### src/sv/histogram_median_threshold_defines.svh
// ----------------------------------------------------------------------------
// histogram_median_threshold_defines.svh
// Assertion macros shared by the histogram median threshold block.
// ----------------------------------------------------------------------------
`ifndef HISTOGRAM_MEDIAN_THRESHOLD_DEFINES_SVH
`define HISTOGRAM_MEDIAN_THRESHOLD_DEFINES_SVH

// Same-cycle implication, off during reset.
`define HMT_ASSERT_IMP(label, clk, rst, ante, cons, msg) \
  label: assert property (@(posedge clk) disable iff (rst) (ante) |-> (cons)) \
    else $error(msg);

// Next-cycle implication, off during reset.
`define HMT_ASSERT_NXT(label, clk, rst, ante, cons, msg) \
  label: assert property (@(posedge clk) disable iff (rst) (ante) |=> (cons)) \
    else $error(msg);

`endif

### src/sv/hmt_fifo.sv
// ----------------------------------------------------------------------------
// hmt_fifo
// Small register queue with push/full and pop/empty handshakes.
// ----------------------------------------------------------------------------
`timescale 1ns / 1ps
`default_nettype none

module hmt_fifo #(
  parameter int unsigned WIDTH = 8,
  parameter int unsigned DEPTH = 2
) (
  input  wire logic             clk,
  input  wire logic             rst,
  input  wire logic             push,
  input  wire logic [WIDTH-1:0] wdata,
  output logic                  full,
  input  wire logic             pop,
  output logic      [WIDTH-1:0] rdata,
  output logic                  empty
);

  localparam int unsigned PtrW = (DEPTH > 1) ? $clog2(DEPTH) : 1;
  localparam int unsigned CntW = $clog2(DEPTH + 1);

  logic [WIDTH-1:0] store [DEPTH];
  logic [PtrW-1:0]  wr_ptr;
  logic [PtrW-1:0]  rd_ptr;
  logic [CntW-1:0]  count;
  logic             do_push;
  logic             do_pop;

  assign full    = (count == CntW'(DEPTH));
  assign empty   = (count == '0);
  assign do_push = push && !full;
  assign do_pop  = pop && !empty;
  assign rdata   = store[rd_ptr];

  // Store the pushed beat
  always_ff @(posedge clk) begin
    if (do_push) begin
      store[wr_ptr] <= wdata;
    end
  end

  // Advance pointers and count
  always_ff @(posedge clk) begin
    if (rst) begin
      wr_ptr <= '0;
      rd_ptr <= '0;
      count  <= '0;
    end else begin
      if (do_push) begin
        wr_ptr <= (wr_ptr == PtrW'(DEPTH - 1)) ? '0 : wr_ptr + PtrW'(1);
      end
      if (do_pop) begin
        rd_ptr <= (rd_ptr == PtrW'(DEPTH - 1)) ? '0 : rd_ptr + PtrW'(1);
      end
      case ({do_push, do_pop})
        2'b10:   count <= count + CntW'(1);
        2'b01:   count <= count - CntW'(1);
        default: count <= count;
      endcase
    end
  end

endmodule

`default_nettype wire

### config.mk
export PLATFORM = sky130hd
export DESIGN_NAME = hmt_fifo
export DESIGN_NICKNAME = d
export VERILOG_FILES = /design/src/sv/histogram_median_threshold_defines.svh /design/src/sv/hmt_fifo.sv
export SDC_FILE = /design/constraint.sdc
export NUM_CORES = 1
export LEC_CHECK = 0
export ABC_AREA = 1
export BUFFER_PORTS_ARGS = -buffer_cell sky130_fd_sc_hd__buf_2
export CORE_AREA = 10 10 53 55
export CTS_CLUSTER_DIAMETER = 60
export DETAILED_ROUTE_END_ITERATION = 12
export DIE_AREA = 0 0 63 65
export PLACE_DENSITY_LB_ADDON = 0.1
export SLEW_MARGIN = 20
export SYNTH_ARGS = -nofsm -noshare
export SYNTH_HDL_FRONTEND = slang
export SYNTH_SLANG_ARGS = --single-unit
### constraint.sdc
create_clock -name clk -period 1.5 [get_ports clk]
set_input_delay 0.3 -clock clk [delete_from_list [all_inputs] [get_ports clk]]
set_output_delay 0.3 -clock clk [all_outputs]
set_load 0.005 [all_outputs]
-- Yosys cells after proc, flatten, opt, wreduce, memory -nomap -nowiden
Memories as Yosys holds them, arrays and structs flattened. A register that Yosys moved wholly into a read port is not among the register bits.
Cells that the tools add are included.
- register bits after elaboration: 4
- bits in writable memories: 16
- input bits: 12
- output and inout bits: 10
- logic and storage cells: 24
- memories: 1
- add/sub/neg operators: 4
- equal/unequal tests: 3
- muxes and demuxes: 7
- reduce and logical (&&, ||, !) cells: 6
- memory list (memory ; depth ; bits a word ; rd ports ; clocked after memory_dff ; wr ports ; RTL line ; RTL):
    store ; 2 ; 8 ; 1 ; 1 ; 1 ; hmt_fifo.sv:25 ; logic [WIDTH-1:0] store [DEPTH];
- operator list (operator ; count):
    1-bit two-way mux ; 6
    2-bit == test (second input constant) ; 2
    2-bit one-hot mux with 2 select lines ; 1
    1-bit adder (second input constant) ; 2
    2-bit by 1-bit adder with 2-bit output (second input constant) ; 1
    2-bit by 1-bit == test with 1-bit output (second input constant) ; 1
    1-bit logical AND ; 2
    1-bit zero test ; 2
    2-bit zero test ; 1
    2-bit nonzero test ; 1
    2-bit by 1-bit subtractor with 2-bit output (second input constant) ; 1

-- Longest topological paths before layout
Gate-level depths: netlist of the first run.
- depth after elaboration: 5
- mapped depth: 10
- gate-level depth less buffers: 10

-- Worst setup path after synthesis of the first run
Ideal clock, no wire load.
- kind: reg2reg
- from: reg count[0]
- to: mem store[0][0] (enable)
- setup time: 370 ps
- arrival: 1003 ps
- required time: 1130 ps
- setup slack: 127 ps
- stages on the path, launching flop included: 5
- path buffers: 0
- period minus slack after synthesis: 1373 ps
- cells stage by stage: dfxtp_1 nor2_4 nor2_4 inv_2 nor2_1
- longest elaborated chain between the ends: 5
- ends and longest elaborated chain (what ; RTL line ; RTL):
    from (decl) ; hmt_fifo.sv:28 ; logic [CntW-1:0] count;
    from (signal assigned) ; hmt_fifo.sv:59 ; 2'b10: count <= count + CntW'(1);
    from (signal assigned) ; hmt_fifo.sv:60 ; 2'b01: count <= count - CntW'(1);
    from (signal assigned) ; hmt_fifo.sv:61 ; default: count <= count;
    2-bit == test ; hmt_fifo.sv:32 ; assign full = (count == CntW'(DEPTH));
    net full ; hmt_fifo.sv:16 ; output logic full,
    1-bit zero test ; hmt_fifo.sv:34 ; assign do_push = push && !full;
    1-bit logical AND ; hmt_fifo.sv:34 ;
    1-bit two-way mux ; hmt_fifo.sv:40 ; if (do_push) begin
    1-bit two-way mux (not written as such) ; hmt_fifo.sv:41 ; store[wr_ptr] <= wdata;
    to (decl) ; hmt_fifo.sv:25 ;
The timed path passes the listed nets, and every way through them passes these cells.

==> results of run 1 <==
## synthesized netlist by cell type
master    count  area [um2]
nand2_2       1        6.26
buf_2         1        5.00
nor2_2        1        6.26
edfxtp_1     16         480
nor2_1       10        37.5
a21oi_1       1        5.00
mux2_2        8        90.1
inv_2         2        7.51
inv_1         7        26.3
ha_1          1        12.5
nand4_1       1        6.26
nor2_4        3        33.8
nand2_1       7        26.3
dfxtp_1       5         100
o21ai_0       1        5.00
## cells by family (layout without fill, tap and decap cells)
family,count (synthesis),after routing,share of synthesized area (%)
AO/OA/AOI/OAI,2,2,1.18
buffers and inverters,10,35,4.57
flip-flops,21,21,68.4
AND/OR/NAND/NOR,23,23,13.7
adder cells (fa/ha/maj),1,1,1.47
multiplexers,8,8,10.6
## state kept, by name, indices dropped and copies added, names as in the netlist, named ones only
signal / count
store: 16
count: 2
rd_ptr: 1
wr_ptr: 1
## repair_timing
action,in CTS,in global routing
resized for setup,2,1
setup endpoints to repair,8,9
setup buffers,0,0
## final cells by class
class / count / share of cell area, %
inverters: 9 / 3.30
multi-input cells: 34 / 22.4
clock inverters: 1 / 0.490
repair buffers: 22 / 11.0
flip-flops and latches: 21 / 57.3
clock buffers: 3 / 2.20
well taps: 27 / 3.30
## path summary, 6_finish.rpt
path	startpoint	to	slack (ps)	depth (start not counted)
worst max-delay path	flop	rdata[0]	20	2
worst min-delay path	wdata[7]	store[1][7]	180	1
worst max register to register	count[1]	count[1]	170	10
worst min register to register	rd_ptr	rd_ptr	510	2
## routing by layer
metal,vias to the layer above,wire (um),GRT usage (%)
li1,266,-,-
met1,228,546,7.25
met2,13,673,10.5
met3,2,80,2.92
met4,0,25,3.35
met5,-,0,0
## stage by stage
stage,util (%),area (um2),TNS [ps]
2_1_floorplan,-,848,0
3_3_place_gp,53.2,990,0
3_5_place_dp,53.2,990,0
4_1_cts,54.8,1020,-25.8
5_1_grt,54.9,1020,-304
6_report,54.9,1020,0
## critical path: cells and delay by family, from the launching register on
kind	cells	cell delay, ps
buffers and inverters	1	130
muxes	1	340
DFF	1	420
## power breakdown
part / internal (uW) / switching [uW]
clock network: 99.4 / 160
registers: 717 / 60.6
logic: 169 / 172
==> impl_metrics.prom, run 1 <==
# TYPE chip_impl_metric gauge
chip_impl_metric{name="cts-hold-fix-buffers",unit=""} 0
chip_impl_metric{name="placed_cells",unit=""} 113
chip_impl_info{name="clock_tree_from_tritoncts",value="yes"} 1
chip_impl_metric{name="fin_crit",unit="ps"} 1480
chip_impl_metric{name="power_per_cell_area",unit="nW/um2"} 1350
chip_impl_metric{name="layout_worst_path_cycle_share",unit="%"} 99.0
chip_impl_metric{name="nets",unit=""} 104
chip_impl_metric{name="grt_overflow",unit=""} 0
chip_impl_metric{name="clkTransAtPathRegs",unit="ps"} 110
chip_impl_metric{name="via_count_of_the_first_global_routing_pass",unit=""} 531
chip_impl_metric{name="yosysWarningCount",unit=""} 0
chip_impl_metric{name="syn_avg_cell_area",unit="um2"} 13.1
chip_impl_info{name="setup.worst_path.class",value="flop to output port"} 1
chip_impl_metric{name="final.hold.worst_slack",unit="ps"} 183
chip_impl_metric{name="seq_area",unit="um2"} 586
chip_impl_info{name="clock-root-buffer",value="clkbuf_4"} 1
chip_impl_info{name="grt_setup_unrepaired",value="true"} 1
chip_impl_metric{name="timing.critical_path.required",unit="ps"} 1200
chip_impl_metric{name="post-dp-hpwl",unit="um"} 1010
chip_impl_metric{name="fp.dieW",unit="um"} 63
chip_impl_metric{name="worstSkewPairLatency",unit="ps"} 300
chip_impl_metric{name="cap_violations",unit=""} 0
chip_impl_metric{name="starting_density_of_the_core",unit="%"} 45.6
chip_impl_info{name="end_kind",value="output port"} 1
chip_impl_metric{name="die_y",unit="um"} 65
chip_impl_metric{name="total_power_of_the_final_layout",unit="uW"} 1380
chip_impl_metric{name="cts_made_buffers",unit=""} 3
chip_impl_metric{name="max_freq",unit="MHz"} 674
chip_impl_info{name="critical_path.slowest_cell",value="dfxtp_4"} 1
chip_impl_metric{name="syn_nets",unit=""} 78
chip_impl_metric{name="final_critical_path_setup_slack",unit="ps"} 15.3
chip_impl_metric{name="grt_usage",unit="%"} 6.57
chip_impl_metric{name="wl_per_cell",unit="um"} 11.3
chip_impl_metric{name="place.gp.congestion",unit=""} 0.666
chip_impl_metric{name="antenna-diode-count",unit=""} 0
chip_impl_metric{name="number_of_vias_in_the_routed_layout",unit=""} 509
chip_impl_metric{name="syn-cell-area",unit="um2"} 848
chip_impl_info{name="crit_path_cell_trace",value="mux2_2, buf_2"} 1
chip_impl_info{name="most-common-layout-cells",value="buf_2 (21), edfxtp_1 (16), nor2_1 (10), mux2_2 (8)"} 1
chip_impl_metric{name="final-hold-violation-count",unit=""} 0
chip_impl_metric{name="fraction_of_final_layout_cells_with_drive_strength_greater_than_1",unit="%"} 47.8
chip_impl_metric{name="ir_worst_vdd",unit="mV"} 0.654
chip_impl_info{name="worstHoldPathType",value="primary input to flop"} 1
chip_impl_info{name="kind_of_start_point_of_the_critical_path",value="flop"} 1
chip_impl_metric{name="buffer_ports.inserted",unit=""} 21
chip_impl_metric{name="area_of_the_die",unit="um2"} 4100
chip_impl_metric{name="ant_nets",unit=""} 0
chip_impl_metric{name="num-fill-cells",unit=""} 183
chip_impl_metric{name="drt_iter0_drc",unit=""} 4
chip_impl_metric{name="drt_pre_antenna_iters",unit=""} 4
chip_impl_metric{name="areaGrowthSynthToFinish",unit="%"} 20.5
chip_impl_metric{name="place_ws",unit="ps"} 108
chip_impl_metric{name="first_pass_grt_wire_length",unit="um"} 2180
chip_impl_metric{name="slew_headroom",unit="%"} 78.1
chip_impl_metric{name="placement_rows",unit=""} 16
chip_impl_metric{name="synth.yosys.seq_area_share",unit="%"} 68.4
chip_impl_metric{name="critPathMaxFanout",unit=""} 8
chip_impl_metric{name="initial_antenna_violation_count",unit=""} 0
chip_impl_metric{name="fin_skew",unit="ps"} 1.08
chip_impl_metric{name="max_slew.worst_pin.slew",unit="ps"} 329
chip_impl_metric{name="leakage",unit="uW"} 0.000431
chip_impl_metric{name="via_per_inst",unit=""} 4.35
chip_impl_metric{name="instance_count_of_the_mapped_netlist",unit=""} 65
chip_impl_metric{name="arrival_time_reported_for_the_critical_path_endpoint",unit="ps"} 1180
chip_impl_metric{name="core",unit="um2"} 1860
chip_impl_metric{name="ys_seq_elements",unit=""} 21
chip_impl_metric{name="max_stage_delay",unit="ps"} 420
chip_impl_metric{name="netlist-cell-type-count",unit=""} 15
chip_impl_metric{name="clock-sinks",unit=""} 21
chip_impl_info{name="final_common_cell",value="buf_2"} 1
chip_impl_metric{name="pin_count_of_the_biggest_net_entering_global_routing",unit=""} 13
chip_impl_metric{name="slew_violations",unit=""} 0
chip_impl_metric{name="cts_buffer_depth",unit=""} 2
chip_impl_metric{name="h-tree-depth",unit=""} 1
chip_impl_metric{name="report.final.setup_viol",unit=""} 0
chip_impl_metric{name="drc",unit=""} 0
chip_impl_metric{name="finalNonFillerCells",unit=""} 117
chip_impl_info{name="status",value="complete, no violations"} 1
chip_impl_metric{name="num_io_pins",unit=""} 22
chip_impl_metric{name="routed_wirelength",unit="um"} 1330
chip_impl_metric{name="multi_input_logic_area",unit="um2"} 229
Power figures use the tool's default switching activity.
==> inputs of run 2 (changes only) <==
==> constraint.sdc (replaced) <==
create_clock -name clk -period 1.8 [get_ports clk]
set_input_delay 0.36 -clock clk [delete_from_list [all_inputs] [get_ports clk]]
set_output_delay 0.36 -clock clk [all_outputs]
set_load 0.005 [all_outputs]
==> run 2 against run 1 <==
Sequential cell count did not move; clock-buffer cell count rose by 1; core utilization fell by 0.27 points; clock skew rose by 1.7 ps; highest routed layer unchanged.
==> impl_metrics.prom, run 2 (synthesized netlist as in run 1, its figures left out) <==
# TYPE chip_impl_metric gauge
chip_impl_metric{name="drc",unit=""} 0
chip_impl_metric{name="fin_crit",unit="ps"} 1590
chip_impl_info{name="top_register_by_number_of_flip_flops",value="store"} 1
chip_impl_metric{name="placed_cells",unit=""} 113
chip_impl_metric{name="global_route.usage.met2",unit="%"} 12.8
chip_impl_metric{name="drt_pre_antenna_iters",unit=""} 2
chip_impl_metric{name="clockPowerShare",unit="%"} 18.9
chip_impl_metric{name="timing.critical_path.required",unit="ps"} 1440
chip_impl_metric{name="cts.repair_timing.setup_buffer_count",unit=""} 0
chip_impl_metric{name="num_io_pins",unit=""} 22
chip_impl_metric{name="h-tree-depth",unit=""} 1
chip_impl_metric{name="power_report.internal_total",unit="uW"} 821
chip_impl_metric{name="ir_worst_vdd",unit="mV"} 0.633
chip_impl_info{name="grt_setup_unrepaired",value="false"} 1
chip_impl_metric{name="finalNonFillerCells",unit=""} 117
chip_impl_metric{name="leakage",unit="uW"} 0.000427
chip_impl_info{name="grt-busiest-layer",value="met2"} 1
chip_impl_metric{name="cap_violations",unit=""} 0
chip_impl_metric{name="via_count_of_the_first_global_routing_pass",unit=""} 569
chip_impl_metric{name="die_y",unit="um"} 65
chip_impl_metric{name="critPathMaxFanout",unit=""} 8
chip_impl_info{name="clock-root-buffer",value="clkbuf_4"} 1
chip_impl_info{name="final_common_cell",value="buf_2"} 1
chip_impl_metric{name="groute.layer.met1.usage",unit="%"} 7.23
chip_impl_info{name="top_registers",value="store (16), count (2)"} 1
chip_impl_metric{name="power_per_cell_area",unit="nW/um2"} 1120
chip_impl_metric{name="max_slew.worst_pin.slew",unit="ps"} 329
chip_impl_metric{name="place.gp.congestion",unit=""} 0.654
chip_impl_metric{name="grt_overflow",unit=""} 0
chip_impl_metric{name="area_of_the_die",unit="um2"} 4100
chip_impl_metric{name="starting_density_of_the_core",unit="%"} 45.6
chip_impl_info{name="worstHoldPathType",value="primary input to flop"} 1
chip_impl_metric{name="routed_wirelength",unit="um"} 1350
chip_impl_metric{name="buffer_ports.inserted",unit=""} 21
chip_impl_metric{name="wl_per_cell",unit="um"} 11.5
chip_impl_metric{name="slew_violations",unit=""} 0
chip_impl_metric{name="layout_worst_path_cycle_share",unit="%"} 88.4
chip_impl_info{name="clock_tree_from_tritoncts",value="yes"} 1
chip_impl_metric{name="clock-sinks",unit=""} 21
chip_impl_info{name="end_kind",value="output port"} 1
chip_impl_info{name="status",value="complete, no violations"} 1
chip_impl_metric{name="grt_util_met3",unit="%"} 3.09
chip_impl_metric{name="largest_register_ff_count",unit=""} 16
chip_impl_metric{name="cts-hold-fix-buffers",unit=""} 0
chip_impl_metric{name="initial_antenna_violation_count",unit=""} 0
chip_impl_metric{name="report.final.setup_viol",unit=""} 0
chip_impl_metric{name="number_of_vias_in_the_routed_layout",unit=""} 517
chip_impl_metric{name="fin_util",unit="%"} 54.6
chip_impl_info{name="hold_path_startpoint",value="wdata[2]"} 1
chip_impl_info{name="kind_of_start_point_of_the_critical_path",value="flop"} 1
chip_impl_metric{name="arrival_time_reported_for_the_critical_path_endpoint",unit="ps"} 1230
chip_impl_metric{name="totalNegativeSetupSlack",unit="ps"} 0
chip_impl_metric{name="drt_iter0_drc",unit=""} 6
chip_impl_metric{name="max_freq",unit="MHz"} 628
chip_impl_metric{name="cts-resized-gates",unit=""} 0
chip_impl_info{name="r2r-start",value="count[0]"} 1
chip_impl_info{name="setup.worst_path.class",value="flop to output port"} 1
chip_impl_metric{name="post-dp-hpwl",unit="um"} 1040
chip_impl_metric{name="first_pass_grt_wire_length",unit="um"} 2390
chip_impl_metric{name="nets",unit=""} 104
chip_impl_metric{name="placement_rows",unit=""} 16
chip_impl_metric{name="fin_skew",unit="ps"} 2.76
chip_impl_metric{name="switchingPower",unit="uW"} 323
chip_impl_metric{name="cts_buffer_depth",unit=""} 2
chip_impl_metric{name="final-hold-violation-count",unit=""} 0
chip_impl_info{name="most-common-layout-cells",value="buf_2 (21), edfxtp_1 (16), nor2_1 (10), mux2_2 (8)"} 1
chip_impl_metric{name="slew_headroom",unit="%"} 78.1
chip_impl_metric{name="via_per_inst",unit=""} 4.42
chip_impl_metric{name="fraction_of_final_layout_cells_with_drive_strength_greater_than_1",unit="%"} 45.6
chip_impl_metric{name="grt_usage",unit="%"} 7.35
chip_impl_metric{name="seq_power_share",unit="%"} 56.4
chip_impl_metric{name="power_frac_comb",unit="%"} 24.7
chip_impl_metric{name="worstSkewPairLatency",unit="ps"} 290
chip_impl_metric{name="antenna-diode-count",unit=""} 0
chip_impl_metric{name="ant_nets",unit=""} 0
chip_impl_metric{name="pin_count_of_the_biggest_net_entering_global_routing",unit=""} 12
chip_impl_metric{name="areaGrowthSynthToFinish",unit="%"} 19.9
chip_impl_metric{name="swShare",unit="%"} 28.2
chip_impl_metric{name="cts_made_buffers",unit=""} 3
chip_impl_metric{name="clkTransAtPathRegs",unit="ps"} 110
chip_impl_metric{name="core",unit="um2"} 1860
chip_impl_metric{name="fp.dieW",unit="um"} 63
[run 2: cell count changes in the layout (fill, tap and decap cells not counted), sizes merged]
cell | before | now
clkbuf | 3 | 4
clkinv | 1 | 0
[run 2: layout make-up]
type / instances / area, um2
well taps: 27 / 33.8
inverters: 9 / 33.8
flip-flops and latches: 21 / 582
repair buffers: 22 / 113
fillers: 180 / 845
clock buffers: 4 / 26.3
multi-input cells: 34 / 229
[run 2: critical path, cell delays in order, from the launching register on]
cell and delay, ps:
dfxtp_2 450, mux2_2 360, buf_2 130
[run 2: power by group through the flow]
stage	Combinational [uW]	Clock [uW]	Sequential, uW
floorplan	207	0	633
global placement	286	0	654
detailed placement	290	0	657
CTS	290	228	645
global route	330	252	655
finish	283	216	645
[run 2: path summary, 6_finish.rpt]
check             slack [ps]  depth (start not counted)          end
hold reg to reg          520                          2         flop
hold / removal           250                          1  store[0][2]
setup reg to reg         410                          9     count[1]
setup / recovery         210                          2     rdata[1]
[run 2: per-stage QoR]
stage	total power, uW	instance area [um2]	setup slack [ps]	hold slack [ps]
after floorplan	841	848	427	459
after global placement	940	990	402	478
after detailed placement	946	990	399	498
after CTS	1160	1020	57.8	235
after global routing	1240	1020	136	221
final	1140	1020	209	246
[run 2: layer usage]
| metal | up-vias | wire [um] | share of wire, % |
|---|---|---|---|
| met3 | 4 | 97 | 7.2 |
| met1 | 233 | 536 | 40 |
| met5 | - | 0 | 0 |
| met2 | 13 | 689 | 51 |
| met4 | 0 | 29 | 2.1 |
| li1 | 267 | - | - |
==> inputs of run 3 (changes only) <==
--- a/config.mk
+++ b/config.mk
@@ -11,6 +11,7 @@
 export CTS_CLUSTER_DIAMETER = 60
 export DETAILED_ROUTE_END_ITERATION = 12
 export DIE_AREA = 0 0 63 65
+export MAX_ROUTING_LAYER = met4
 export PLACE_DENSITY_LB_ADDON = 0.1
 export SLEW_MARGIN = 20
 export SYNTH_ARGS = -nofsm -noshare
==> constraint.sdc (replaced) <==
create_clock -name clk -period 1.91 [get_ports clk]
set_input_delay 0.382 -clock clk [delete_from_list [all_inputs] [get_ports clk]]
set_output_delay 0.382 -clock clk [all_outputs]
set_load 0.005 [all_outputs]
==> run 3 against run 2 <==
Final cell count is the same; worst setup slack lost 34 ps; core utilization shrank 0.067 points; sequential cell count is the same; via count is the same; wire length is essentially flat; largest cell class unchanged; largest power group unchanged; highest routed layer unchanged.
==> impl_metrics.prom, run 3 (synthesized netlist as in run 1, its figures left out) <==
# TYPE chip_impl_metric gauge
chip_impl_metric{name="ir_worst_vdd",unit="mV"} 0.596
chip_impl_info{name="end_kind",value="output port"} 1
chip_impl_metric{name="pin_count_of_the_biggest_net_entering_global_routing",unit=""} 12
chip_impl_metric{name="layout_worst_path_cycle_share",unit="%"} 90.9
chip_impl_metric{name="slew_violations",unit=""} 0
chip_impl_info{name="clock-root-buffer",value="clkbuf_4"} 1
chip_impl_metric{name="area_of_the_die",unit="um2"} 4100
chip_impl_info{name="kind_of_start_point_of_the_critical_path",value="flop"} 1
chip_impl_metric{name="max_slew.worst_pin.slew",unit="ps"} 365
chip_impl_info{name="top_registers",value="store (16), count (2)"} 1
chip_impl_info{name="worstHoldPathType",value="primary input to flop"} 1
chip_impl_metric{name="starting_density_of_the_core",unit="%"} 45.6
chip_impl_metric{name="seq_area",unit="um2"} 581
chip_impl_metric{name="via_count_of_the_first_global_routing_pass",unit=""} 569
chip_impl_info{name="grt_setup_unrepaired",value="false"} 1
chip_impl_metric{name="report.final.setup_viol",unit=""} 0
chip_impl_metric{name="max_freq",unit="MHz"} 576
chip_impl_metric{name="ant_nets",unit=""} 0
chip_impl_metric{name="critPathMaxFanout",unit=""} 8
chip_impl_metric{name="clock-sinks",unit=""} 21
chip_impl_metric{name="cts-resized-gates",unit=""} 0
chip_impl_metric{name="num_io_pins",unit=""} 22
chip_impl_metric{name="drt_iter0_drc",unit=""} 6
chip_impl_info{name="most-common-layout-cells",value="buf_2 (21), edfxtp_1 (16), nor2_1 (10), mux2_2 (8)"} 1
chip_impl_metric{name="cts_buffer_depth",unit=""} 2
chip_impl_metric{name="final-hold-violation-count",unit=""} 0
chip_impl_info{name="clock_tree_from_tritoncts",value="yes"} 1
chip_impl_metric{name="antenna-diode-count",unit=""} 0
chip_impl_metric{name="placed_cells",unit=""} 113
chip_impl_metric{name="nets",unit=""} 104
chip_impl_metric{name="fin_crit",unit="ps"} 1740
chip_impl_metric{name="grt_usage",unit="%"} 7.56
chip_impl_metric{name="core",unit="um2"} 1860
chip_impl_metric{name="final_area",unit="um2"} 1020
chip_impl_metric{name="cts-hold-fix-buffers",unit=""} 0
chip_impl_metric{name="drc",unit=""} 0
chip_impl_metric{name="totalNegativeSetupSlack",unit="ps"} 0
chip_impl_metric{name="initial_antenna_violation_count",unit=""} 0
chip_impl_info{name="final_common_cell",value="buf_2"} 1
chip_impl_metric{name="cap_violations",unit=""} 0
chip_impl_metric{name="largest_register_ff_count",unit=""} 16
chip_impl_metric{name="power_per_cell_area",unit="nW/um2"} 1060
chip_impl_metric{name="number_of_vias_in_the_routed_layout",unit=""} 517
chip_impl_metric{name="routed_wirelength",unit="um"} 1350
chip_impl_metric{name="slew_headroom",unit="%"} 75.7
chip_impl_metric{name="worstSkewPairLatency",unit="ps"} 290
chip_impl_info{name="status",value="complete, no violations"} 1
chip_impl_metric{name="num-fill-cells",unit=""} 181
chip_impl_metric{name="cts.repair_timing.setup_buffer_count",unit=""} 0
chip_impl_metric{name="drt_pre_antenna_iters",unit=""} 2
chip_impl_metric{name="wl_per_cell",unit="um"} 11.5
chip_impl_metric{name="via_per_inst",unit=""} 4.42
chip_impl_info{name="top_register_by_number_of_flip_flops",value="store"} 1
chip_impl_metric{name="placement_rows",unit=""} 16
chip_impl_metric{name="finalNonFillerCells",unit=""} 117
chip_impl_metric{name="multi_input_logic_area",unit="um2"} 229
chip_impl_metric{name="areaGrowthSynthToFinish",unit="%"} 19.8
chip_impl_metric{name="fin_skew",unit="ps"} 2.63
chip_impl_metric{name="first_pass_grt_wire_length",unit="um"} 2390
chip_impl_info{name="setup.worst_path.class",value="flop to output port"} 1
chip_impl_metric{name="h-tree-depth",unit=""} 1
chip_impl_metric{name="place.gp.congestion",unit=""} 0.660
chip_impl_metric{name="die_y",unit="um"} 65
chip_impl_metric{name="fp.dieW",unit="um"} 63
chip_impl_metric{name="grt_overflow",unit=""} 0
chip_impl_metric{name="arrival_time_reported_for_the_critical_path_endpoint",unit="ps"} 1350
chip_impl_metric{name="leakage",unit="uW"} 0.000427
chip_impl_metric{name="post-dp-hpwl",unit="um"} 1040
chip_impl_metric{name="clkTransAtPathRegs",unit="ps"} 110
chip_impl_metric{name="timing.critical_path.required",unit="ps"} 1530
chip_impl_metric{name="dpl_cell_area",unit="um2"} 990
chip_impl_metric{name="fraction_of_final_layout_cells_with_drive_strength_greater_than_1",unit="%"} 44.4
chip_impl_metric{name="cts_made_buffers",unit=""} 3
chip_impl_metric{name="total_power_of_the_final_layout",unit="uW"} 1080
chip_impl_metric{name="buffer_ports.inserted",unit=""} 21
[run 3: cell types whose count changed in the layout (fill, tap and decap cells not counted)]
cell	change
dfxtp_1	+1
dfxtp_2	-1
[run 3: area by class of cell]
type	count	share of cell area, %
flip-flops and latches	21	57.1
multi-input cells	34	22.5
repair buffers	22	11.1
inverters	9	3.33
well taps	27	3.33
clock buffers	4	2.59
[run 3: final timing paths]
path,slack [ps],end,from,cells after the start
min reg2reg,520,flop,rd_ptr,2
max,170,rdata[1],flop,2
min,270,store[0][2],wdata[2],1
max reg2reg,520,count[1],count[0],9
[run 3: report_power, final]
part | internal [uW] | switching [uW] | leakage (uW) | total, uW
clock | 81.2 | 123 | 0.0000150 | 204
combinational | 132 | 134 | 0.000221 | 266
sequential | 559 | 47.5 | 0.000191 | 607
[run 3: metrics by stage]
step / setup WS (ps) / utilization [%] / hold slack (ps)
final: 175 / 54.6 / 268
after global routing: 87.5 / 54.6 / 243
after CTS: 146 / 54.6 / 257
after detailed placement: 487 / 53.2 / 498
after global placement: 490 / 53.2 / 478
after floorplan: 537 / - / 467
[run 3: metal layers]
metal  vias to the layer above  track usage, %  part of all wire (%)  wire, um
met5                         -               -                     0         0
met4                         0            4.19                   2.1        29
met3                         4            3.09                   7.2        97
met2                        13            12.8                    51       689
met1                       233            7.23                    40       534
li1                        267               -                     -         -
[run 3: critical path: stages (launching register included)]
cell and delay, ps:
dfxtp_1 550, mux2_2 380, buf_2 130
