<file path="config.mk">
export PLATFORM = sky130hd
export DESIGN_NAME = hmt_front
export DESIGN_NICKNAME = d
export VERILOG_FILES = /design/src/sv/histogram_median_threshold_defines.svh /design/src/sv/hmt_pkg.sv /design/src/sv/hmt_front.sv
export SDC_FILE = /design/constraint.sdc
export NUM_CORES = 1
export LEC_CHECK = 0
export ABC_AREA = 1
export ABC_CLOCK_PERIOD_IN_PS = 1750
export BUFFER_PORTS_ARGS = -buffer_cell sky130_fd_sc_hd__buf_4
export CAP_MARGIN = 40
export CORE_AREA = 2 2 64 66
export CTS_CLUSTER_SIZE = 12
export DETAILED_ROUTE_END_ITERATION = 7
export DIE_AREA = 0 0 66 68
export PLACE_DENSITY = 0.7
export SLEW_MARGIN = 20
export SYNTH_ARGS = -nofsm -noshare
export SYNTH_HDL_FRONTEND = slang
export SYNTH_SLANG_ARGS = --single-unit
export TNS_END_PERCENT = 100
</file>
<file path="constraint.sdc">
create_clock -name clk -period 1.75 [get_ports clk]
set_input_delay 0.0875 -clock clk [delete_from_list [all_inputs] [get_ports clk]]
set_output_delay 0.0875 -clock clk [all_outputs]
set_load 0.02 [all_outputs]
</file>
<file path="src/sv/histogram_median_threshold_defines.svh">
// ----------------------------------------------------------------------------
// histogram_median_threshold_defines.svh
// Assertion macros shared by the histogram median threshold block.
// ----------------------------------------------------------------------------
`ifndef HISTOGRAM_MEDIAN_THRESHOLD_DEFINES_SVH
`define HISTOGRAM_MEDIAN_THRESHOLD_DEFINES_SVH

// Same-cycle implication, off during reset.
`define HMT_ASSERT_IMP(label, clk, rst, ante, cons, msg) \
  label: assert property (@(posedge clk) disable iff (rst) (ante) |-> (cons)) \
    else $error(msg);

// Next-cycle implication, off during reset.
`define HMT_ASSERT_NXT(label, clk, rst, ante, cons, msg) \
  label: assert property (@(posedge clk) disable iff (rst) (ante) |=> (cons)) \
    else $error(msg);

`endif

</file>
<file path="src/sv/hmt_pkg.sv">
// ----------------------------------------------------------------------------
// hmt_pkg
// Types and constants of the histogram median threshold block.
// ----------------------------------------------------------------------------
`timescale 1ns / 1ps
`default_nettype none

package hmt_pkg;

  // Default sizes
  localparam int unsigned NUM_SETS_DEF    = 64;
  localparam int unsigned NUM_BINS_DEF    = 256;
  localparam int unsigned COUNT_WIDTH_DEF = 32;

  // Reports cover at most this many sets
  localparam int unsigned MAX_REPORT_SETS = 64;

  // Queue depths
  localparam int unsigned OP_QUEUE_DEPTH     = 4;
  localparam int unsigned REPORT_QUEUE_DEPTH = 2;

  // Configuration port
  localparam int unsigned CFG_INDEX_W = 2;
  localparam int unsigned CFG_DATA_W  = 16;
  localparam logic [CFG_INDEX_W-1:0] REG_LOWER_CUTOFF = 2'd0;
  localparam logic [CFG_INDEX_W-1:0] REG_UPPER_CUTOFF = 2'd1;

  localparam logic [7:0] LOWER_CUTOFF_RESET = 8'd5;
  localparam logic [8:0] UPPER_CUTOFF_RESET = 9'd256;

  // Threshold when the half total is never reached
  localparam logic [8:0] NOT_REACHED = 9'd256;

  typedef struct packed {
    logic [5:0]  set_index;
    logic [15:0] cycles;
    logic        last_sample;
  } sample_t;

  typedef struct packed {
    logic [5:0] set_number;
    logic [8:0] threshold;
    logic       last_of_run;
  } report_t;

  // Classified work handed from front to back
  typedef struct packed {
    logic        counted;
    logic        last;
    logic [5:0]  set_index;
    logic [11:0] bin;
  } op_t;

  typedef enum logic [2:0] {
    ST_IDLE,
    ST_WRITE,
    ST_WAIT,
    ST_SCAN,
    ST_DRAIN
  } back_state_t;

endpackage

`default_nettype wire

</file>
<file path="src/sv/hmt_front.sv">
// ----------------------------------------------------------------------------
// hmt_front
// Holds the cutoff registers, accepts samples and classifies them.
// ----------------------------------------------------------------------------
`timescale 1ns / 1ps
`default_nettype none

module hmt_front #(
  parameter int unsigned NUM_SETS = 64,
  parameter int unsigned NUM_BINS = 256
) (
  input  wire logic                                clk,
  input  wire logic                                rst,
  input  wire logic                                push,
  input  wire hmt_pkg::sample_t                    sample,
  output logic                                     full,
  input  wire logic                                cfg_valid,
  output logic                                     cfg_ready,
  input  wire logic [hmt_pkg::CFG_INDEX_W-1:0]     cfg_index,
  input  wire logic [hmt_pkg::CFG_DATA_W-1:0]      cfg_data,
  input  wire logic                                init_busy,
  input  wire logic                                op_full,
  output logic                                     op_push,
  output hmt_pkg::op_t                             op
);

  import hmt_pkg::*;

  logic [7:0] lower_cutoff;
  logic [8:0] upper_cutoff;
  logic       counted;
  logic       accept;

  assign cfg_ready = 1'b1;

  // Write cutoff registers; unknown indexes are dropped
  always_ff @(posedge clk) begin
    if (rst) begin
      lower_cutoff <= LOWER_CUTOFF_RESET;
      upper_cutoff <= UPPER_CUTOFF_RESET;
    end else if (cfg_valid && cfg_ready) begin
      case (cfg_index)
        REG_LOWER_CUTOFF: lower_cutoff <= cfg_data[7:0];
        REG_UPPER_CUTOFF: upper_cutoff <= cfg_data[8:0];
        default:          ;
      endcase
    end
  end

  // Hold off samples while the stores are cleared or the queue is full
  assign full   = op_full || init_busy;
  assign accept = push && !full;

  // Count only samples inside the cutoffs and inside the store
  assign counted = (sample.cycles > 16'(lower_cutoff)) &&
                   (sample.cycles < 16'(upper_cutoff)) &&
                   (9'(sample.set_index) < 9'(NUM_SETS)) &&
                   (sample.cycles < 16'(NUM_BINS));

  // Forward work; drop samples that neither count nor end the run
  assign op_push      = accept && (counted || sample.last_sample);
  assign op.counted   = counted;
  assign op.last      = sample.last_sample;
  assign op.set_index = sample.set_index;
  assign op.bin       = sample.cycles[11:0];

endmodule

`default_nettype wire

</file>
# Yosys cells after proc, flatten, opt, wreduce, memory -nomap -nowiden
# Index checks and enable logic that the tools add are counted.
classes:
  n_addsub: 0
  n_mul: 0
  div_mod_pow: 0
  order_cmp: 3
  n_eq_ne: 1
  shifts: 0
  n_mux: 0
  n_bitwise: 0
  n_reduce_logical: 10
ops:
  columns: ["op", "n"]
  rows:
  - ["$gt A16 B8 Y1", 1]
  - ["$lt A16 B9 Y1", 1]
  - ["$lt A16 B9 Y1 const B", 1]
  - ["$logic_and A1 B1 Y1", 4]
  - ["$reduce_and A2 Y1", 2]
  - ["$eq A2 B1 Y1 const B", 1]
  - ["$logic_not A2 Y1", 1]
  - ["$logic_or A1 B1 Y1", 2]
  - ["$logic_not A1 Y1", 1]
word_totals:
  regBits: 17
  latch_bits: 0
  ram_bits: 0
  romBits: 0
  in_bits: 47
  output_inout_bits: 23
  n_memories: 0

# Depth between registers and ports, before layout
# Gate-level depths: netlist (run 1).
depth:
  depth_word: 5
  ltp_mapped: 12
  mapped_depth_nobuf: 11

# Worst setup path after synthesis (run 1)
# Ideal clock, no wire load.
synth_path:
  path_kind: "register -> output"
  from: "register lower_cutoff[1]"
  to: "output op_push"
  t_arrival_ns: 1.307
  required_ns: 1.662
  setup_slack_ns: 0.356
  stages_incl_launch_ff: 11
  path_buffers: 0
  cell_sequence: "dfxtp_1 -> inv_1 -> ha_1 -> inv_1 -> o21bai_1 -> nand2_1 -> nand2_1 -> nand2_1 -> a21oi_2 -> nand2_1 -> a21oi_2"
synth_via:
  elab_chain_cells: 5
synth_lines:
  columns: ["element", "line_no", "text"]
  rows:
  - ["from (decl)", "hmt_front.sv:29", "logic [7:0] lower_cutoff;"]
  - ["from (signal assigned)", "hmt_front.sv:43", "REG_LOWER_CUTOFF: lower_cutoff <= cfg_data[7:0];"]
  - ["$gt A16 B8 Y1", "hmt_front.sv:55", "assign counted = (sample.cycles > 16'(lower_cutoff)) &&"]
  - ["$logic_and A1 B1 Y1", "hmt_front.sv:55", null]
  - ["$logic_and A1 B1 Y1", "hmt_front.sv:57", "(9'(sample.set_index) < 9'(NUM_SETS)) &&"]
  - ["$logic_or A1 B1 Y1", "hmt_front.sv:61", "assign op_push = accept && (counted || sample.last_sample);"]
  - ["$logic_and A1 B1 Y1", "hmt_front.sv:61", null]
  - ["to (decl)", "hmt_front.sv:23", "output logic op_push,"]
# Every way passes these cells.

# Worst setup path in the final report (run 1)
layout_path:
  from: "register upper_cutoff[3]"
  to: "output op_push"
layout_via:
  elab_chain_cells: 5
layout_lines:
  columns: ["element", "line_no", "text"]
  rows:
  - ["from (decl)", "hmt_front.sv:30", "logic [8:0] upper_cutoff;"]
  - ["from (signal assigned)", "hmt_front.sv:44", "REG_UPPER_CUTOFF: upper_cutoff <= cfg_data[8:0];"]
  - ["$lt A16 B9 Y1", "hmt_front.sv:56", "(sample.cycles < 16'(upper_cutoff)) &&"]
  - ["$logic_and A1 B1 Y1", "hmt_front.sv:55", null]
  - ["$logic_and A1 B1 Y1", "hmt_front.sv:57", null]
  - ["$logic_or A1 B1 Y1", "hmt_front.sv:61", null]
  - ["$logic_and A1 B1 Y1", "hmt_front.sv:61", null]
# Every way passes these cells.

==> results of run 1 <==
==> critical path, delay by kind of cell, from the launching register on <==
family / cells / cell delay (ns)
AND/OR/NAND/NOR: 5 / 0.34
flip-flops: 1 / 0.32
buffers and inverters: 2 / 0.20
AO/OA/AOI/OAI: 2 / 0.29
adder cells (fa/ha/maj): 1 / 0.30
==> layer usage <==
layer / GRT usage (%) / vias to the layer above / routed length, µm
met5: 0 / - / 0
met4: 5.87 / 0 / 42
met3: 2.47 / 5 / 183
met2: 21.3 / 42 / 1270
met1: 15.0 / 481 / 1240
li1: - / 582 / -
==> synth_stat cells <==
cell / count
sky130_fd_sc_hd__buf_2: 2
sky130_fd_sc_hd__inv_1: 28
sky130_fd_sc_hd__a21oi_2: 2
sky130_fd_sc_hd__nor3_1: 2
sky130_fd_sc_hd__nor2_1: 10
sky130_fd_sc_hd__or2_1: 1
sky130_fd_sc_hd__buf_4: 21
sky130_fd_sc_hd__nor2_2: 1
sky130_fd_sc_hd__clkbuf_1: 1
sky130_fd_sc_hd__o21bai_1: 1
sky130_fd_sc_hd__nand3_1: 4
sky130_fd_sc_hd__a21oi_1: 18
sky130_fd_sc_hd__ha_1: 16
sky130_fd_sc_hd__o211ai_1: 2
sky130_fd_sc_hd__o21ai_0: 14
sky130_fd_sc_hd__dfxtp_1: 17
sky130_fd_sc_hd__nand2_1: 27
sky130_fd_sc_hd__o21a_1: 1
sky130_fd_sc_hd__conb_1: 1
sky130_fd_sc_hd__nor3b_1: 1
==> flip-flops by register name, summed over array words and instances, names as in the netlist <==
name / count
lower_cutoff: 8
upper_cutoff: 9
==> cells by family (layout without fill, tap and decap cells) <==
group	Yosys count	after routing	share of synthesized area, %
DFF	17	17	28.0
adders and majority gates	16	16	16.4
buffers and inverters	52	83	22.7
other	1	1	0.308
AOI/OAI and AO/OA	38	38	17.1
and+or+nand+nor	46	46	15.5
==> power breakdown <==
group / switching [mW] / internal (mW) / total, mW
logic: 0.146 / 0.136 / 0.282
clock network: 0.137 / 0.158 / 0.295
registers: 0.00582 / 0.408 / 0.413
==> repair_timing <==
item	4_1_cts	5_1_grt
setup buffers	1	1
pin swaps	4	6
setup endpoints to repair	1	2
resized for setup	5	9
==> worst max-delay path by stage <==
stage / start / to / slack, ns / cells after the start
2_1_floorplan: lower_cutoff[1] / op_push / 0.36 / 10
6_report: upper_cutoff[3] / op_push / -0.05 / 10
3_3_place_gp: upper_cutoff[5] / op_push / 0.27 / 10
5_1_grt: lower_cutoff[1] / op_push / -0.21 / 11
3_5_place_dp: upper_cutoff[5] / op_push / 0.24 / 10
4_1_cts: lower_cutoff[1] / op_push / -0.01 / 11
==> cells in the final DEF, fill, tap and decap left out, types with 4 or more instances in the layout <==
cell and n:
sky130_fd_sc_hd__a21oi_1 17, sky130_fd_sc_hd__inv_1 25, sky130_fd_sc_hd__dfxtp_1 15, sky130_fd_sc_hd__nor2_1 9, sky130_fd_sc_hd__o21ai_0 14, sky130_fd_sc_hd__buf_4 50
sky130_fd_sc_hd__nand3_1 4, sky130_fd_sc_hd__nand2_1 26, sky130_fd_sc_hd__ha_1 12, sky130_fd_sc_hd__ha_4 4
==> area by class of cell <==
class                   instances  area share (%)
well taps                      50            3.89
multi-input cells             101            41.3
clock buffers                   3            2.57
inverters                      28            6.54
repair buffers                 51            24.0
clock inverters                 1           0.311
flip-flops and latches         17            21.3
==> PnR_summary.wiki, run 1 <==
{| class="wikitable"
! Metric !! Value
|-
| Routed length per instance || 10.9 µm
|-
| Filler instances || 418
|-
| Crit start category || register
|-
| Nets || 265
|-
| Slowest stage delay, CP || 0.32 ns
|-
| Number of buffers created by CTS || 3
|-
| # port buffers || 49
|-
| Final cell area excluding filler cells || 1610 µm²
|-
| Hold_ws || 0.0465 ns
|-
| Max-cap check violation count || 0
|-
| Layout Cells excl Fill || 251
|-
| Via density || 4.42
|-
| Bufs on Longest Clock Path || 2
|-
| Critical R2R Launch || lower_cutoff[1]
|-
| Cell row count || 23
|-
| P_leak || 0.780 nW
|-
| DIE WIDTH || 66 µm
|-
| Worst Hold Class || in2reg
|-
| GRT Total Usage || 12.4%
|-
| Final critical delay including setup and external delays || 1.80 ns
|-
| Clock tree skew after final layout || 0 ns
|-
| Crit Reg-Reg Endpoint || lower_cutoff[1]
|-
| Share of synthesized area occupied by flip-flops and latches || 28.0%
|-
| Violations in the final reports || setup timing
|-
| RSZ-0062 raised after global routing || true
|-
| Max Fclk || 557 MHz
|-
| Final routed wirelength across all metal layers || 2.73 mm
|-
| Drc violations || 0
|-
| Slew Viols, Final || 0
|-
| Flip-flop and latch count after synthesis || 17
|-
| Initial Utilization || 31.6%
|-
| Diode count || 0
|-
| Total area of sequential cells || 343 µm²
|-
| Clock latency on the worst-skew pair || 0.25 ns
|-
| Number of detailed-routing iterations run before antenna repair || 4
|-
| CP Data Required Time || 1.66 ns
|-
| Run status || finished with violations
|-
| Sum of net half-perimeters after detailed placement || 2.07 mm
|-
| Category of the worst setup path capture point || primary output
|-
| Fin worst setup slack || -0.0460 ns
|-
| Number of distinct standard cells referenced by the synthesized netlist || 20
|-
| Crit path cell chain || inv_1 > ha_1 > a21oi_1 > nand2_1 > nand2_1 > nand2_1 > nand2_1 > nand2_2 > a21oi_2 > buf_4
|-
| Worst vdd rail ir drop || 286 µV
|-
| Cell depth of the worst flop-to-flop path || 3
|-
| Average footprint of a synthesized cell || 7.16 µm²
|-
| Post-synthesis cell type with the largest combined area || sky130_fd_sc_hd__dfxtp_1
|-
| Total die area || 4490 µm²
|-
| Final Hold Viols || 0
|-
| Worst hold path stage count || 3
|-
| Area of the multi-input gates || 664 µm²
|-
| Via Count || 1110
|-
| Area of the mapped netlist || 1220 µm²
|-
| Setup TNS after final layout || -0.0460 ns
|-
| Maximum number of pins on one net before global-route repair || 18
|-
| Floorplan core area || 3860 µm²
|-
| Slowest cell on crit path || sky130_fd_sc_hd__dfxtp_1
|-
| Total I/O pin count || 70
|-
| Max Fanout on Critical Path || 2
|-
| Setup slack of the worst register-to-register path || 1.08 ns
|-
| Destination of the worst hold path || lower_cutoff[0]
|-
| Worst Path Class, Setup || reg2out
|-
| Power density over cell area || 616 nW/µm²
|-
| TritonCTS clock tree || yes
|-
| Count of warnings emitted by yosys || 0
|-
| Weighted congestion reported at the end of routability-driven placement || 0.779
|-
| Placed Area || 1480 µm²
|-
| Root Buffer Master || sky130_fd_sc_hd__clkbuf_8
|-
| Critical Path AT || 1.71 ns
|-
| Number of global-route vias before repair || 1015
|-
| Power consumption || 0.990 mW
|-
| Number of DRC markers in iteration 0 || 22
|-
| Area share of the largest cell type after synthesis || 28.0%
|-
| Clock edge transition at the registers on the reported setup and hold paths || 0.07 ns
|-
| Share of post-route cells with drive strength above 1 || 35.3%
|-
| Cells taking the most area after synthesis || sky130_fd_sc_hd__dfxtp_1 (28%), sky130_fd_sc_hd__ha_1 (16%), sky130_fd_sc_hd__buf_4 (13%)
|-
| Utilization after layout || 41.7%
|-
| Post-DRT Antenna Nets || 0
|-
| H-tree levels || 1
|-
| Number of cells in the design after placement || 245
|-
| Dominant cell type by count on the critical path || sky130_fd_sc_hd__nand2_1
|-
| Hold-fix buffers, CTS || 0
|-
| Final cycle utilization of the critical path || 103%
|-
| Number of standard cells after synthesis || 170
|-
| Worst slack at placement || 0.236 ns
|-
| Die extent in y || 68 µm
|-
| Initial antenna violation count || 0
|-
| Total congestion overflow after global routing || 0
|-
| Clk sink count || 17
|-
| Post-synthesis to final-layout area growth || 32.1%
|-
| Final setup violation count || 1
|-
| Post-Synthesis Net Count || 233
|-
| Wire length of the first global-routing pass || 4.25 mm
|-
| Hold wc startpoint || cfg_data[0]
|}
(Power assumes the default switching activity.)
==> run 2, diff against run 1 <==
- ABC_CLOCK_PERIOD_IN_PS: 1750 -> 2050
- SLEW_MARGIN: 20 -> 5
- clock period: 1.75 -> 2.05 ns (I/O delays scaled with it)
==> PnR_summary.wiki, run 2 (same netlist as run 1, synthesis figures left out) <==
{| class="wikitable"
! Metric !! Value
|-
| Run status || complete, no violations (was finished with violations)
|-
| CP Data Required Time || 1.95 ns (was 1.66 ns)
|-
| P_leak || 0.762 nW (was 0.780 nW)
|-
| RSZ-0062 raised after global routing || false (was true)
|-
| Max Fanout on Critical Path || 2 (unchanged)
|-
| Number of detailed-routing iterations run before antenna repair || 5 (was 4)
|-
| Sum of net half-perimeters after detailed placement || 1.97 mm (was 2.07 mm)
|-
| Post-CTS Setup Bufs || 0 (was 1)
|-
| Number of global-route vias before repair || 938 (was 1015)
|-
| Power consumption || 0.811 mW (was 0.990 mW)
|-
| Commonest cells after routing, fill and taps aside || sky130_fd_sc_hd__buf_4 (49), sky130_fd_sc_hd__inv_1 (28), sky130_fd_sc_hd__nand2_1 (27), sky130_fd_sc_hd__a21oi_1 (18), sky130_fd_sc_hd__dfxtp_1 (17) (was sky130_fd_sc_hd__buf_4 (50), sky130_fd_sc_hd__nand2_1 (26), sky130_fd_sc_hd__inv_1 (25), sky130_fd_sc_hd__a21oi_1 (17), sky130_fd_sc_hd__dfxtp_1 (15))
|-
| Commonest non-fill, non-tap cell in the layout || sky130_fd_sc_hd__buf_4 (unchanged)
|-
| Total I/O pin count || 70 (unchanged)
|-
| Critical Path AT || 1.68 ns (was 1.71 ns)
|-
| Share of post-route cells with drive strength above 1 || 27.6% (was 35.3%)
|-
| Clock tree skew after final layout || 0 ns (unchanged)
|-
| Category of the worst setup path capture point || primary output (unchanged)
|-
| Maximum number of pins on one net before global-route repair || 18 (unchanged)
|-
| Total area of sequential cells || 340 µm² (was 343 µm²)
|-
| H-tree levels || 1 (unchanged)
|-
| Clock edge transition at the registers on the reported setup and hold paths || 0.06 ns (was 0.07 ns)
|-
| Reg with most FFs || upper_cutoff (unchanged)
|-
| Initial antenna violation count || 0 (unchanged)
|-
| Final setup violation count || 0 (was 1)
|-
| TritonCTS clock tree || yes (unchanged)
|-
| Cell row count || 23 (unchanged)
|-
| Worst Hold Class || in2reg (unchanged)
|-
| Area of the multi-input gates || 601 µm² (was 664 µm²)
|-
| Slew Viols, Final || 0 (unchanged)
|-
| Count of instances resized after the clock tree is built || 0 (was 5)
|-
| Max Fclk || 561 MHz
|-
| Via Count || 1069 (was 1110)
|-
| Post-synthesis to final-layout area growth || 25.0% (was 32.1%)
|-
| DIE WIDTH || 66 µm (unchanged)
|-
| Max FFs per register || 9 (unchanged)
|-
| Setup TNS after final layout || 0 ns (was -0.0460 ns)
|-
| Power density over cell area || 533 nW/µm² (was 616 nW/µm²)
|-
| Nets || 263 (was 265)
|-
| Root Buffer Master || sky130_fd_sc_hd__clkbuf_8 (unchanged)
|-
| GRT Total Usage || 11.0% (was 12.4%)
|-
| # port buffers || 49 (unchanged)
|-
| Die extent in y || 68 µm (unchanged)
|-
| Via density || 4.29 (was 4.42)
|-
| Hold-fix buffers, CTS || 0 (unchanged)
|-
| Final routed wirelength across all metal layers || 2.36 mm (was 2.73 mm)
|-
| Total die area || 4490 µm² (unchanged)
|-
| Number of DRC markers in iteration 0 || 18 (was 22)
|-
| Worst Path Class, Setup || reg2out (unchanged)
|-
| Regs by FF count || upper_cutoff: 9 flops, lower_cutoff: 8 flops (unchanged)
|-
| Post-DRT Antenna Nets || 0 (unchanged)
|-
| Diode count || 0 (unchanged)
|-
| Bufs on Longest Clock Path || 2 (unchanged)
|-
| Final Hold Viols || 0 (unchanged)
|-
| Weighted congestion reported at the end of routability-driven placement || 0.771 (was 0.779)
|-
| Filler instances || 428 (was 418)
|-
| Wire length of the first global-routing pass || 3.81 mm (was 4.25 mm)
|-
| Routed length per instance || 9.49 µm (was 10.9 µm)
|-
| Max-cap check violation count || 0 (unchanged)
|-
| Clk sink count || 17 (unchanged)
|-
| Worst vdd rail ir drop || 281 µV (was 286 µV)
|-
| Clock latency on the worst-skew pair || 0.25 ns (about the same)
|-
| Drc violations || 0 (unchanged)
|-
| Floorplan core area || 3860 µm² (unchanged)
|-
| Crit start category || register (unchanged)
|-
| Final cycle utilization of the critical path || 87.0%
|-
| Total congestion overflow after global routing || 0 (unchanged)
|-
| Number of buffers created by CTS || 3 (unchanged)
|-
| Initial Utilization || 31.6% (unchanged)
|-
| Final critical delay including setup and external delays || 1.78 ns
|}
-- run 2: cell count changes in the layout (fill, tap and decap cells not counted), sizes merged --
cell	delta
clkinv	-1
buf	-2
clkbuf	+1
-- run 2: path summary, 6_finish.rpt --
path / from / end / slack (ns) / cells past startpoint
worst min register to register: lower_cutoff[1] / lower_cutoff[1] / 0.46 / 2
worst min-delay path: cfg_data[0] / lower_cutoff[0] / 0.06 / 3
worst max-delay path: upper_cutoff[5] / op_push / 0.27 / 10
worst max register to register: upper_cutoff[0] / upper_cutoff[0] / 1.43 / 2
-- run 2: layer usage --
| layer | global-route usage [%] | vias up | wire length [µm] |
|---|---|---|---|
| met2 | 17.8 | 43 | 1030 |
| li1 | - | 582 | - |
| met4 | 5.87 | 0 | 34 |
| met1 | 13.6 | 440 | 1080 |
| met3 | 2.80 | 4 | 222 |
| met5 | 0 | - | 0 |
-- run 2: cell type report --
class | instances | area share [%]
Clock buffer | 4 | 2.96
Sequential cell | 17 | 22.4
Inverter | 28 | 6.91
Tap cell | 50 | 4.11
Multi-Input combinational cell | 101 | 39.5
Timing Repair Buffer | 49 | 24.2
-- run 2: critical path: stages (launching register included) --
cell                      delay, ns
sky130_fd_sc_hd__dfxtp_1       0.30
sky130_fd_sc_hd__inv_1         0.05
sky130_fd_sc_hd__ha_1          0.28
sky130_fd_sc_hd__a21oi_1       0.14
sky130_fd_sc_hd__nor2_1        0.06
sky130_fd_sc_hd__nor3_1        0.13
sky130_fd_sc_hd__nand2_1       0.09
sky130_fd_sc_hd__nand2_1       0.06
sky130_fd_sc_hd__nand2_1       0.07
sky130_fd_sc_hd__a21oi_2       0.11
sky130_fd_sc_hd__buf_4         0.15
-- run 2: power breakdown --
group / switching (mW) / leakage, nW / total, mW / internal [mW]
logic: 0.111 / 0.600 / 0.214 / 0.103
clock network: 0.107 / 0.0228 / 0.245 / 0.138
registers: 0.00437 / 0.139 / 0.352 / 0.348
total: 0.222 / 0.762 / 0.811 / 0.589
-- run 2: per-stage QoR --
stage                     worst slack [ns]  instance area (µm²)  hold slack [ns]  util, %  instances
after global placement               0.554                 1480            0.205     38.3        245
after detailed placement             0.529                 1480            0.205     38.3        245
final                                0.266                 1520           0.0621     39.5        249
after floorplan                      0.641                 1220            0.216        -        170
after global routing                0.0884                 1520           0.0819     39.5        249
after CTS                            0.251                 1520           0.0570     39.5        249
==> run 3, diff against run 2 <==
- ABC_CLOCK_PERIOD_IN_PS: 2050 -> 1790
- clock period: 2.05 -> 1.79 ns (I/O delays scaled with it)
==> PnR_summary.wiki, run 3 (same netlist as run 1, synthesis figures left out) <==
{| class="wikitable"
! Metric !! Value
|-
| Run status || complete, no violations (unchanged)
|-
| Max Fanout on Critical Path || 2 (unchanged)
|-
| # port buffers || 49 (unchanged)
|-
| Total die area || 4490 µm² (unchanged)
|-
| Post-synthesis to final-layout area growth || 32.6% (was 25.0%)
|-
| TritonCTS clock tree || yes (unchanged)
|-
| Commonest cells after routing, fill and taps aside || sky130_fd_sc_hd__buf_4 (47), sky130_fd_sc_hd__inv_1 (25), sky130_fd_sc_hd__nand2_1 (23), sky130_fd_sc_hd__a21oi_1 (17), sky130_fd_sc_hd__dfxtp_1 (16) (was sky130_fd_sc_hd__buf_4 (49), sky130_fd_sc_hd__inv_1 (28), sky130_fd_sc_hd__nand2_1 (27), sky130_fd_sc_hd__a21oi_1 (18), sky130_fd_sc_hd__dfxtp_1 (17))
|-
| Final Hold Viols || 0 (unchanged)
|-
| Floorplan core area || 3860 µm² (unchanged)
|-
| Filler instances || 411 (was 428)
|-
| Share of post-route cells with drive strength above 1 || 35.2% (was 27.6%)
|-
| Total I/O pin count || 70 (unchanged)
|-
| Clk sink count || 17 (unchanged)
|-
| Final setup violation count || 0 (unchanged)
|-
| Routed length per instance || 10.9 µm (was 9.49 µm)
|-
| Number of buffers created by CTS || 3 (unchanged)
|-
| Max FFs per register || 9 (unchanged)
|-
| Drc violations || 0 (unchanged)
|-
| Maximum number of pins on one net before global-route repair || 18 (unchanged)
|-
| Via density || 4.45 (was 4.29)
|-
| Category of the worst setup path capture point || primary output (unchanged)
|-
| Post-DRT Antenna Nets || 0 (unchanged)
|-
| Slew Viols, Final || 0 (unchanged)
|-
| Switching part of the total power || 28.6% (was 27.4%)
|-
| Max Fclk || 566 MHz
|-
| Layout Cells excl Fill || 249 (unchanged)
|-
| Root Buffer Master || sky130_fd_sc_hd__clkbuf_8 (unchanged)
|-
| Post-CTS Setup Bufs || 0 (unchanged)
|-
| Worst vdd rail ir drop || 266 µV (was 281 µV)
|-
| Share of power burned in registers || 41.7% (was 43.4%)
|-
| Final cycle utilization of the critical path || 98.7%
|-
| Nets || 263 (unchanged)
|-
| Count of instances resized after the clock tree is built || 0 (unchanged)
|-
| Number of detailed-routing iterations run before antenna repair || 4 (was 5)
|-
| DIE WIDTH || 66 µm (unchanged)
|-
| Power density over cell area || 600 nW/µm² (was 533 nW/µm²)
|-
| Worst slack at placement || 0.284 ns (was 0.529 ns)
|-
| Final routed wirelength across all metal layers || 2.70 mm (was 2.36 mm)
|-
| Commonest non-fill, non-tap cell in the layout || sky130_fd_sc_hd__buf_4 (unchanged)
|-
| Initial Utilization || 31.6% (unchanged)
|-
| Clock edge transition at the registers on the reported setup and hold paths || 0.06 ns (about the same)
|-
| Hold-fix buffers, CTS || 0 (unchanged)
|-
| Number of cells in the design after placement || 245 (unchanged)
|-
| Final critical delay including setup and external delays || 1.77 ns
|-
| GRT Total Usage || 12.3% (was 11.0%)
|-
| Setup TNS after final layout || 0 ns (unchanged)
|-
| Hold_ws || 0.0657 ns (was 0.0621 ns)
|-
| Clock tree skew after final layout || 0 ns (unchanged)
|-
| Regs by FF count || upper_cutoff: 9 flops, lower_cutoff: 8 flops (unchanged)
|-
| Part of the total power dissipated in the clock network || 29.3% (was 30.2%)
|-
| Internal cell power || 0.692 mW (was 0.589 mW)
|-
| Wire length of the first global-routing pass || 4.18 mm (was 3.81 mm)
|-
| Worst Hold Class || in2reg (unchanged)
|-
| Critical Path AT || 1.68 ns (about the same)
|-
| Via Count || 1107 (was 1069)
|-
| Reg with most FFs || upper_cutoff (unchanged)
|-
| Weighted congestion reported at the end of routability-driven placement || 0.783 (was 0.771)
|-
| Bufs on Longest Clock Path || 2 (unchanged)
|-
| Crit start category || register (unchanged)
|-
| Placed Area || 1480 µm² (unchanged)
|-
| Initial antenna violation count || 0 (unchanged)
|-
| CP Data Required Time || 1.70 ns (was 1.95 ns)
|-
| Diode count || 0 (unchanged)
|-
| Power consumption || 0.969 mW (was 0.811 mW)
|-
| Sum of net half-perimeters after detailed placement || 2.05 mm (was 1.97 mm)
|-
| Combinational group share of total power || 29.0% (was 26.4%)
|-
| Cell row count || 23 (unchanged)
|-
| Clock latency on the worst-skew pair || 0.25 ns (about the same)
|-
| Number of global-route vias before repair || 1018 (was 938)
|-
| Total congestion overflow after global routing || 0 (unchanged)
|-
| H-tree levels || 1 (unchanged)
|-
| RSZ-0062 raised after global routing || true (was false)
|-
| Number of DRC markers in iteration 0 || 9 (was 18)
|-
| Worst Path Class, Setup || reg2out (unchanged)
|-
| Sw Pwr || 0.277 mW (was 0.222 mW)
|-
| Die extent in y || 68 µm (unchanged)
|-
| Utilization after layout || 41.9% (was 39.5%)
|-
| Max-cap check violation count || 0 (unchanged)
|-
| P_leak || 0.770 nW (was 0.762 nW)
|-
| Final cell area excluding filler cells || 1610 µm² (was 1520 µm²)
|-
| Fin worst setup slack || 0.0236 ns (was 0.266 ns)
|}
run 3: cell counts in the layout (fill, tap and decap cells not counted):
No cell type changed its count.
run 3: final timing paths:
path	slack, ns	from	endpoint	cells after the start
max	0.02	lower_cutoff[1]	op_push	11
min	0.07	cfg_data[0]	lower_cutoff[0]	3
max reg2reg	1.15	upper_cutoff[0]	upper_cutoff[0]	2
min reg2reg	0.46	upper_cutoff[4]	upper_cutoff[4]	2
run 3: worst max-delay path, cell delays in order, from the launching register on:
cell	delay, ns
sky130_fd_sc_hd__dfxtp_2	0.32
sky130_fd_sc_hd__inv_2	0.04
sky130_fd_sc_hd__ha_4	0.25
sky130_fd_sc_hd__inv_2	0.03
sky130_fd_sc_hd__o21bai_1	0.13
sky130_fd_sc_hd__nand2_1	0.07
sky130_fd_sc_hd__nand2_1	0.06
sky130_fd_sc_hd__nand2_1	0.06
sky130_fd_sc_hd__a21oi_2	0.14
sky130_fd_sc_hd__nand2_2	0.07
sky130_fd_sc_hd__a21oi_2	0.14
sky130_fd_sc_hd__buf_6	0.13
run 3: area by class of cell:
| type | instances | area [µm²] | area share (%) |
|---|---|---|---|
| clock buffers | 4 | 45.0 | 2.79 |
| inverters | 28 | 105 | 6.51 |
| multi-input cells | 101 | 684 | 42.4 |
| flip-flops and latches | 17 | 342 | 21.2 |
| well taps | 50 | 62.6 | 3.88 |
| repair buffers | 49 | 375 | 23.3 |
run 3: layer usage:
layer	up-vias	global-route usage, %	share of wire (%)
li1	582	-	-
met1	475	14.2	43
met2	44	21.0	46
met3	6	2.47	8.6
met4	0	7.40	2.3
met5	-	0	0
run 3: power by group through the flow:
stage          logic [mW]  registers, mW  clock network [mW]
6_report            0.281          0.404               0.284
5_1_grt             0.318          0.406               0.317
2_1_floorplan       0.177          0.410                   0
3_5_place_dp        0.251          0.412                   0
4_1_cts             0.252          0.403               0.295
3_3_place_gp        0.245          0.411                   0
